**config.mk**
```make
export PLATFORM = sky130hd
export DESIGN_NAME = hash_topk_expert_router_top
export DESIGN_NICKNAME = d
export VERILOG_FILES = /design/src/hw/rtl/htr_pkg.sv /design/src/hw/rtl/hash_topk_expert_router_top.sv
export VERILOG_INCLUDE_DIRS = /design/src /design/src/hw/rtl
export SDC_FILE = /design/constraint.sdc
export NUM_CORES = 2
export LEC_CHECK = 0
export ABC_AREA = 1
export BUFFER_PORTS_ARGS = -buffer_cell sky130_fd_sc_hd__buf_2
export CAP_MARGIN = 20
export CORE_MARGIN = 5
export CORE_UTILIZATION = 60
export DETAILED_ROUTE_END_ITERATION = 12
export PLACE_DENSITY = 0.77
export SKIP_CTS_REPAIR_TIMING = 1
export SKIP_LAST_GASP = 1
export SYNTH_ARGS = -nofsm -noshare
export SYNTH_HDL_FRONTEND = slang
export SYNTH_SLANG_ARGS = --single-unit
```
**constraint.sdc**
```tcl
create_clock -name clk -period 10.9 [get_ports clk]
set_clock_uncertainty 0.1 [all_clocks]
set_input_delay 0.545 -clock clk [delete_from_list [all_inputs] [get_ports clk]]
set_output_delay 0.545 -clock clk [all_outputs]
set_load 0.01 [all_outputs]
```
**src/hw/rtl/hash_topk_expert_router_top_macros.svh**
```systemverilog
// ============================================================================
// hash_topk_expert_router_top_macros.svh
// Assertion macros for the hash top-k expert router.
// ============================================================================
`ifndef HASH_TOPK_EXPERT_ROUTER_TOP_MACROS_SVH
`define HASH_TOPK_EXPERT_ROUTER_TOP_MACROS_SVH

// same-cycle implication
`define HTR_ASSERT_SAME(lbl, ck, rn, ante, cons) \
    lbl: assert property (@(posedge ck) disable iff (!rn) (ante) |-> (cons)) \
        else $error("router assertion failed");

// next-cycle implication
`define HTR_ASSERT_NEXT(lbl, ck, rn, ante, cons) \
    lbl: assert property (@(posedge ck) disable iff (!rn) (ante) |=> (cons)) \
        else $error("router assertion failed");

`endif

```
**src/hw/rtl/htr_pkg.sv**
```systemverilog
// ============================================================================
// htr_pkg
// Types and constants of the hash top-k expert router.
// ============================================================================
package htr_pkg;

    localparam int HASH_W    = 64;
    localparam int HALF_W    = 32;
    localparam int COUNT_W   = 9;
    localparam int SLOT_CW   = 4;
    localparam int COUNT_MAX = 2 ** COUNT_W - 1;
    localparam int SLOT_MAX  = 2 ** SLOT_CW - 1;

    typedef logic [HASH_W-1:0]  word_t;
    typedef logic [HALF_W-1:0]  half_t;
    typedef logic [COUNT_W-1:0] count_t;
    typedef logic [SLOT_CW-1:0] slot_cnt_t;
    typedef logic [1:0]         mul_op_t;
    typedef logic [1:0]         cfg_idx_t;

    localparam word_t GOLDEN  = 64'h9E37_79B9_7F4A_7C15;
    localparam word_t MIX_A   = 64'hBF58_476D_1CE4_E5B9;
    localparam word_t MIX_B   = 64'h94D0_49BB_1331_11EB;
    localparam word_t GOLDEN2 = word_t'(GOLDEN + GOLDEN);

    localparam int SHIFT_0 = 30;
    localparam int SHIFT_1 = 27;
    localparam int SHIFT_2 = 31;

    localparam mul_op_t OP_POS  = 2'd0;
    localparam mul_op_t OP_SALT = 2'd1;
    localparam mul_op_t OP_MIXA = 2'd2;
    localparam mul_op_t OP_MIXB = 2'd3;

    localparam cfg_idx_t CFG_EXPERT_COUNT    = 2'd0;
    localparam cfg_idx_t CFG_SLOTS_PER_TOKEN = 2'd1;
    localparam cfg_idx_t CFG_HASH_SEED       = 2'd2;

    function automatic word_t mul_const(input mul_op_t op);
        word_t c;
        case (op)
            OP_POS:  c = GOLDEN;
            OP_SALT: c = MIX_A;
            OP_MIXA: c = MIX_A;
            OP_MIXB: c = MIX_B;
            default: c = MIX_B;
        endcase
        return c;
    endfunction

endpackage

```
**src/hw/rtl/hash_topk_expert_router_top.sv**
```systemverilog
// ============================================================================
// hash_topk_expert_router_top
// Routes each token to distinct experts by a splitmix64 hash reduced modulo
// the expert count, rehashing with a larger salt on a collision.
//
//   channel | direction | payload
//   in      | request   | token_code, position
//   out     | result    | expert, slot, last (one per slot, last on final)
//   cfg     | write     | cfg_index, cfg_data
//
// One shared 32x32 multiplier runs every 64-bit product as four partial
// steps plus a dispatch step; a one-bit-per-cycle unit reduces the hash.
// Per token: position product, then per attempt the salt and mix products,
// reduction and collision check; per slot a result load, waiting while full.
// in_ready is high only between tokens. Reset sets expert_count 8,
// slots_per_token 1, hash_seed 0; there is no clearing pass.
// ============================================================================
`include "hash_topk_expert_router_top_macros.svh"

module hash_topk_expert_router_top #(
    parameter int MAX_EXPERTS = 256,
    parameter int MAX_SLOTS   = 8
) (
    input  logic        clk,
    input  logic        rst_n,

    input  logic        in_valid,
    output logic        in_ready,
    input  logic [31:0] token_code,
    input  logic [31:0] position,

    output logic        out_valid,
    input  logic        out_ready,
    output logic [7:0]  expert,
    output logic [2:0]  slot,
    output logic        last,

    input  logic        cfg_valid,
    output logic        cfg_ready,
    input  logic [1:0]  cfg_index,
    input  logic [31:0] cfg_data
);

    localparam int EXP_CAP    = (MAX_EXPERTS < htr_pkg::COUNT_MAX) ?
                                MAX_EXPERTS : htr_pkg::COUNT_MAX;
    localparam int SLOT_LIMIT = (MAX_SLOTS < htr_pkg::SLOT_MAX) ?
                                MAX_SLOTS : htr_pkg::SLOT_MAX;
    localparam int IDX_W      = (SLOT_LIMIT > 1) ? $clog2(SLOT_LIMIT) : 1;
    localparam int BIT_W      = $clog2(htr_pkg::HASH_W);

    localparam htr_pkg::count_t    EXP_LIMIT  = htr_pkg::count_t'(EXP_CAP);
    localparam htr_pkg::slot_cnt_t SLOT_LIM_V = htr_pkg::slot_cnt_t'(SLOT_LIMIT);
    localparam logic [BIT_W-1:0]   BIT_LAST   = BIT_W'(htr_pkg::HASH_W - 1);

    localparam logic [2:0] S_IDLE  = 3'd0;
    localparam logic [2:0] S_MUL   = 3'd1;
    localparam logic [2:0] S_MOD   = 3'd2;
    localparam logic [2:0] S_CHECK = 3'd3;
    localparam logic [2:0] S_EMIT  = 3'd4;

    localparam logic [2:0] PH_LO_LO   = 3'd0;
    localparam logic [2:0] PH_LO_HI   = 3'd1;
    localparam logic [2:0] PH_HI_LO   = 3'd2;
    localparam logic [2:0] PH_ADD     = 3'd3;
    localparam logic [2:0] PH_DISPATCH = 3'd4;

    logic [2:0]          state_reg, state_next;
    logic [2:0]          phase_reg, phase_next;
    htr_pkg::mul_op_t    op_reg, op_next;
    htr_pkg::slot_cnt_t  k_reg, k_next;
    htr_pkg::slot_cnt_t  ktot_reg, ktot_next;
    htr_pkg::count_t     n_reg, n_next;
    logic [BIT_W-1:0]    bit_reg, bit_next;
    logic                out_valid_reg, out_valid_next;

    htr_pkg::count_t     expert_count_reg;
    htr_pkg::slot_cnt_t  slots_reg;
    htr_pkg::half_t      seed_reg;

    htr_pkg::word_t      x_reg, x_next;
    htr_pkg::word_t      acc_reg, acc_next;
    htr_pkg::word_t      prod_reg, prod_next;
    htr_pkg::word_t      posg_reg, posg_next;
    htr_pkg::half_t      salt_reg, salt_next;
    htr_pkg::half_t      tok_reg, tok_next;
    htr_pkg::count_t     rem_reg, rem_next;
    logic [7:0]          expert_reg, expert_next;
    logic [2:0]          slot_reg, slot_next;
    logic                last_reg, last_next;
    htr_pkg::count_t     chosen_reg [SLOT_LIMIT];

    htr_pkg::half_t      mul_a;
    htr_pkg::half_t      mul_b;
    htr_pkg::word_t      mul_prod;
    htr_pkg::word_t      y_const;
    htr_pkg::word_t      st_mix;
    htr_pkg::word_t      st_add;
    logic [htr_pkg::COUNT_W:0] mod_shift;
    logic [htr_pkg::COUNT_W:0] mod_diff;
    htr_pkg::count_t     n_eff;
    htr_pkg::slot_cnt_t  kt0;
    htr_pkg::slot_cnt_t  kt1;
    htr_pkg::slot_cnt_t  kt_eff;
    htr_pkg::slot_cnt_t  k_inc;
    htr_pkg::slot_cnt_t  ktot_step;
    logic                taken;
    logic                out_free;

    assign in_ready  = (state_reg == S_IDLE);
    assign cfg_ready = 1'b1;
    assign out_valid = out_valid_reg;
    assign expert    = expert_reg;
    assign slot      = slot_reg;
    assign last      = last_reg;

    assign y_const  = htr_pkg::mul_const(op_reg);
    assign mul_prod = mul_a * mul_b;
    assign st_mix   = {seed_reg, tok_reg} ^ posg_reg ^ acc_reg;
    assign st_add   = st_mix + htr_pkg::GOLDEN2;
    assign mod_shift = {rem_reg, x_reg[htr_pkg::HASH_W-1]};
    assign mod_diff  = mod_shift - {1'b0, n_reg};
    assign k_inc     = k_reg + 1'b1;
    assign ktot_step = ktot_reg;
    assign out_free  = !out_valid_reg || out_ready;

    always_comb
    begin
        case (phase_reg)
            PH_LO_LO:
            begin
                mul_a = x_reg[31:0];
                mul_b = y_const[31:0];
            end
            PH_LO_HI:
            begin
                mul_a = x_reg[31:0];
                mul_b = y_const[63:32];
            end
            default:
            begin
                mul_a = x_reg[63:32];
                mul_b = y_const[31:0];
            end
        endcase
    end

    always_comb
    begin
        if (expert_count_reg == '0)
            n_eff = htr_pkg::count_t'(1);
        else if (expert_count_reg > EXP_LIMIT)
            n_eff = EXP_LIMIT;
        else
            n_eff = expert_count_reg;
        kt0 = (slots_reg == '0) ? htr_pkg::slot_cnt_t'(1) : slots_reg;
        kt1 = (kt0 > SLOT_LIM_V) ? SLOT_LIM_V : kt0;
        if ({{(htr_pkg::COUNT_W - htr_pkg::SLOT_CW){1'b0}}, kt1} > n_eff)
            kt_eff = n_eff[htr_pkg::SLOT_CW-1:0];
        else
            kt_eff = kt1;
    end

    always_comb
    begin
        taken = 1'b0;
        for (int j = 0; j < SLOT_LIMIT; j++)
        begin
            if ((htr_pkg::slot_cnt_t'(j) < k_reg) && (chosen_reg[j] == rem_reg))
                taken = 1'b1;
        end
    end

    always_comb
    begin
        state_next     = state_reg;
        phase_next     = phase_reg;
        op_next        = op_reg;
        k_next         = k_reg;
        ktot_next      = ktot_reg;
        n_next         = n_reg;
        bit_next       = bit_reg;
        out_valid_next = out_valid_reg;
        x_next         = x_reg;
        acc_next       = acc_reg;
        prod_next      = prod_reg;
        posg_next      = posg_reg;
        salt_next      = salt_reg;
        tok_next       = tok_reg;
        rem_next       = rem_reg;
        expert_next    = expert_reg;
        slot_next      = slot_reg;
        last_next      = last_reg;

        if (out_ready)
            out_valid_next = 1'b0;

        case (state_reg)
            S_IDLE:
            begin
                if (in_valid)
                begin
                    tok_next   = token_code;
                    x_next     = {32'b0, position};
                    op_next    = htr_pkg::OP_POS;
                    phase_next = PH_LO_LO;
                    salt_next  = '0;
                    k_next     = '0;
                    n_next     = n_eff;
                    ktot_next  = kt_eff;
                    state_next = S_MUL;
                end
            end
            S_MUL:
            begin
                case (phase_reg)
                    PH_LO_LO:
                    begin
                        prod_next  = mul_prod;
                        phase_next = PH_LO_HI;
                    end
                    PH_LO_HI:
                    begin
                        acc_next   = prod_reg;
                        prod_next  = mul_prod;
                        phase_next = PH_HI_LO;
                    end
                    PH_HI_LO:
                    begin
                        acc_next   = {acc_reg[63:32] + prod_reg[31:0], acc_reg[31:0]};
                        prod_next  = mul_prod;
                        phase_next = PH_ADD;
                    end
                    PH_ADD:
                    begin
                        acc_next   = {acc_reg[63:32] + prod_reg[31:0], acc_reg[31:0]};
                        phase_next = PH_DISPATCH;
                    end
                    default:
                    begin
                        phase_next = PH_LO_LO;
                        case (op_reg)
                            htr_pkg::OP_POS:
                            begin
                                posg_next = acc_reg;
                                x_next    = {32'b0, salt_reg};
                                op_next   = htr_pkg::OP_SALT;
                            end
                            htr_pkg::OP_SALT:
                            begin
                                x_next  = st_add ^ (st_add >> htr_pkg::SHIFT_0);
                                op_next = htr_pkg::OP_MIXA;
                            end
                            htr_pkg::OP_MIXA:
                            begin
                                x_next  = acc_reg ^ (acc_reg >> htr_pkg::SHIFT_1);
                                op_next = htr_pkg::OP_MIXB;
                            end
                            default:
                            begin
                                x_next     = acc_reg ^ (acc_reg >> htr_pkg::SHIFT_2);
                                rem_next   = '0;
                                bit_next   = '0;
                                state_next = S_MOD;
                            end
                        endcase
                    end
                endcase
            end
            S_MOD:
            begin
                if (mod_shift >= {1'b0, n_reg})
                    rem_next = mod_diff[htr_pkg::COUNT_W-1:0];
                else
                    rem_next = mod_shift[htr_pkg::COUNT_W-1:0];
                x_next   = x_reg << 1;
                bit_next = bit_reg + 1'b1;
                if (bit_reg == BIT_LAST)
                    state_next = S_CHECK;
            end
            S_CHECK:
            begin
                if (taken)
                begin
                    salt_next  = salt_reg + {28'b0, ktot_step};
                    x_next     = {32'b0, salt_reg + {28'b0, ktot_step}};
                    op_next    = htr_pkg::OP_SALT;
                    phase_next = PH_LO_LO;
                    state_next = S_MUL;
                end
                else
                begin
                    state_next = S_EMIT;
                end
            end
            S_EMIT:
            begin
                if (out_free)
                begin
                    out_valid_next = 1'b1;
                    expert_next    = rem_reg[7:0];
                    slot_next      = k_reg[2:0];
                    last_next      = (k_inc == ktot_reg);
                    if (k_inc == ktot_reg)
                    begin
                        state_next = S_IDLE;
                    end
                    else
                    begin
                        k_next     = k_inc;
                        salt_next  = {28'b0, k_inc};
                        x_next     = {60'b0, k_inc};
                        op_next    = htr_pkg::OP_SALT;
                        phase_next = PH_LO_LO;
                        state_next = S_MUL;
                    end
                end
            end
            default:
            begin
                state_next = S_IDLE;
            end
        endcase
    end

    always_ff @(posedge clk or negedge rst_n)
    begin
        if (!rst_n)
        begin
            state_reg        <= S_IDLE;
            phase_reg        <= PH_LO_LO;
            op_reg           <= htr_pkg::OP_POS;
            k_reg            <= '0;
            ktot_reg         <= htr_pkg::slot_cnt_t'(1);
            n_reg            <= htr_pkg::count_t'(1);
            bit_reg          <= '0;
            out_valid_reg    <= 1'b0;
            expert_count_reg <= htr_pkg::count_t'(8);
            slots_reg        <= htr_pkg::slot_cnt_t'(1);
            seed_reg         <= '0;
        end
        else
        begin
            state_reg     <= state_next;
            phase_reg     <= phase_next;
            op_reg        <= op_next;
            k_reg         <= k_next;
            ktot_reg      <= ktot_next;
            n_reg         <= n_next;
            bit_reg       <= bit_next;
            out_valid_reg <= out_valid_next;
            if (cfg_valid)
            begin
                case (cfg_index)
                    htr_pkg::CFG_EXPERT_COUNT:    expert_count_reg <= cfg_data[8:0];
                    htr_pkg::CFG_SLOTS_PER_TOKEN: slots_reg        <= cfg_data[3:0];
                    htr_pkg::CFG_HASH_SEED:       seed_reg         <= cfg_data;
                    default:                      ;
                endcase
            end
        end
    end

    always_ff @(posedge clk)
    begin
        x_reg      <= x_next;
        acc_reg    <= acc_next;
        prod_reg   <= prod_next;
        posg_reg   <= posg_next;
        salt_reg   <= salt_next;
        tok_reg    <= tok_next;
        rem_reg    <= rem_next;
        expert_reg <= expert_next;
        slot_reg   <= slot_next;
        last_reg   <= last_next;
        if ((state_reg == S_CHECK) && !taken)
            chosen_reg[k_reg[IDX_W-1:0]] <= rem_reg;
    end

    `HTR_ASSERT_SAME(a_rem_in_range, clk, rst_n, (state_reg == S_CHECK), (rem_reg < n_reg))
    `HTR_ASSERT_SAME(a_slot_in_range, clk, rst_n, (state_reg != S_IDLE), (k_reg < ktot_reg))
    `HTR_ASSERT_SAME(a_ktot_valid, clk, rst_n, (state_reg != S_IDLE), ((ktot_reg != '0) && ({5'b0, ktot_reg} <= n_reg)))
    `HTR_ASSERT_NEXT(a_free_to_emit, clk, rst_n, ((state_reg == S_CHECK) && !taken), (state_reg == S_EMIT))

endmodule
```
==> summary.txt <==
status = finished, final reports clean
GRT Resource Usage Total = 0.444
Max Fclk = 99.6 MHz
die width = 333 µm
max FFs per register = 72
starting density of the core = 0.603
TritonRoute pass-1 iters = 6
largest net degree at the start of global routing = 67
Worst EP arrival = 10.32 ns
Crit-path slowest cell = nand2_1
Worst Hold Class = in -> reg
CTS root buf = clkbuf_16
Port Buffers = 116
sequential cell area fraction in the yosys report = 0.230
Detailed Place HPWL = 204000 µm
Hold Vio Cnt, Final = 0
grt met3 use = 0.100
fin nets = 9009
Cell variety after synth = 81
CTS sink cnt = 490
Syn. warnings = 0
CTS Buf Count = 53
Top Ports = 118
Final setup viols = 0
hold endpoint = seed_reg[25]
Hold Path Depth = 2
Relative slew margins = 0.242
busiest grt layer = met2
Final Util = 0.648
Vert. Die Dim = 333 µm
Buf/Inv on CP = 6
drt wl/cell = 27.3 µm
Pins Over Slew Limit = 0
most frequent CP cell = fa_1
RSZ-0062 raised after global routing = no
HP Start = cfg_data[25]
cell taking the most area after synthesis = fa_1
async set or reset register ratio after synthesis = 0.157
CTS tree = done
drt total wl = 249000 µm
DRC Markers = 0
gpl congestion = 1.10
max-cap check violation count = 0
Core Region = 103000 µm²
list of most frequent post-synthesis cells = nand2_1, inv_1, fa_1
H-tree Lvls = 2
first-pass GRT wire length = 361000 µm
layout cell share with drive strength beyond 1 = 0.0902
Skew-Pair Late Insertion Delay = 0.66 ns
most common cell in the netlist = nand2_1
final period utilization = 0.921
initial antenna violation count = 5
CP required = 11.18 ns
total die area = 111000 µm²
final setup TNS = 0 ns
M2 GR Usage = 0.685
Reg-to-Reg End = prod_reg[55]
maximum net fanout on the critical path = 23
register-to-register path setup slack = 0.86 ns
CP peak stage delay = 0.73 ns
cells on worst reg2reg path = 28
Hold Slack = 0.0422 ns
Mapped Nets = 8881
Layout area overhead = 7.45%
Post-Layout Cell Count = 9108
dominant synthesized flop cell = edfxtp_1
Netlist Area Pre-Place = 62400 µm²
critical path launch point type = flip-flop
Area contributors post-synth = fa_1, edfxtp_1, nand2_1
post-route ant nets = 0
vias in the first global route = 55400
clk buf depth = 3
Clock transition at path regs = 0.06 ns
vias per cell = 6.05
grt ovf = 0
worst slew pin tran = 1.14 ns
Post-Syn Instances = 7554
EDFF count, synth = 413
CP delay by family, top = adder cells
Mean Syn Cell Area = 8.27 µm²
CP endpoint kind = flip-flop
Via Count = 55100
Iter 0 DRT Violations = 7204
Placed Instances = 8974
Yosys top cell area share = 0.284
synthesis-stage register bit count = 490
met1 Usage GRT = 0.555
Row Count = 118
crit path time final = 10.04 ns
FF-to-FF Start = phase_reg[2]
critical path class = reg -> reg
-- per-layer routing --
layer	vias up	share of wire	wire, µm
li1	23500	-	-
met1	26600	0.35	86400
met2	3859	0.44	109000
met3	1075	0.12	29000
met4	6	0.098	24300
met5	-	0.00028	69
-- metrics by stage --
stage | setup WS (ns) | instance area [µm²]
after floorplan | 2.77 | 62400
after global placement | 1.22 | 64900
after detailed placement | 1.13 | 64900
after CTS | 1.12 | 66800
after global routing | 0.612 | 67100
final | 0.857 | 67100
-- kinds of logic after synthesis --
group / share of synthesized area
muxes: 0.00144
other: 0.0000601
DFF: 0.230
adders and majority gates: 0.352
xor gates and xnor gates: 0.0264
buffers and inverters: 0.109
and+or+nand+nor: 0.216
AOI/OAI and AO/OA: 0.0654
-- cells in the final DEF, fill, tap and decap left out, types with 77 or more instances in the layout --
master / Yosys / layout
nand4_1: 77 / 77
edfxtp_1: 413 / 413
ha_1: 339 / 336
inv_1: 1458 / 1458
o21ai_0: 239 / 227
nand2_2: 86 / 87
nand2_1: 1570 / 1569
fa_1: 885 / 885
nand3_1: 280 / 280
xor2_1: 125 / 125
inv_2: 100 / 100
buf_4: 8 / 117
nor2_1: 883 / 879
buf_2: 26 / 116
a21oi_1: 223 / 221
-- area by class of cell --
cell class	count	area, µm²
inverters	1590	5970
repair buffers	268	1830
clock inverters	42	495
clock buffers	57	1360
diodes	2	5.00
multi-input cells	5279	41400
flip-flops and latches	490	14300
well taps	1380	1730
fillers	8829	36400
-- worst max path at each step --
stage / cells past startpoint / end / from / slack (ns)
2_1_floorplan: 36 / prod_reg[48] / phase_reg[2] / 2.77
3_3_place_gp: 26 / prod_reg[55] / phase_reg[1] / 1.22
3_5_place_dp: 30 / prod_reg[57] / phase_reg[1] / 1.13
4_1_cts: 29 / prod_reg[57] / phase_reg[1] / 1.12
5_1_grt: 30 / prod_reg[62] / phase_reg[1] / 0.61
6_report: 28 / prod_reg[55] / phase_reg[2] / 0.86
Power is not shown: default switching activity piles up to over one toggle a cycle in this logic, so the estimate is an artifact.
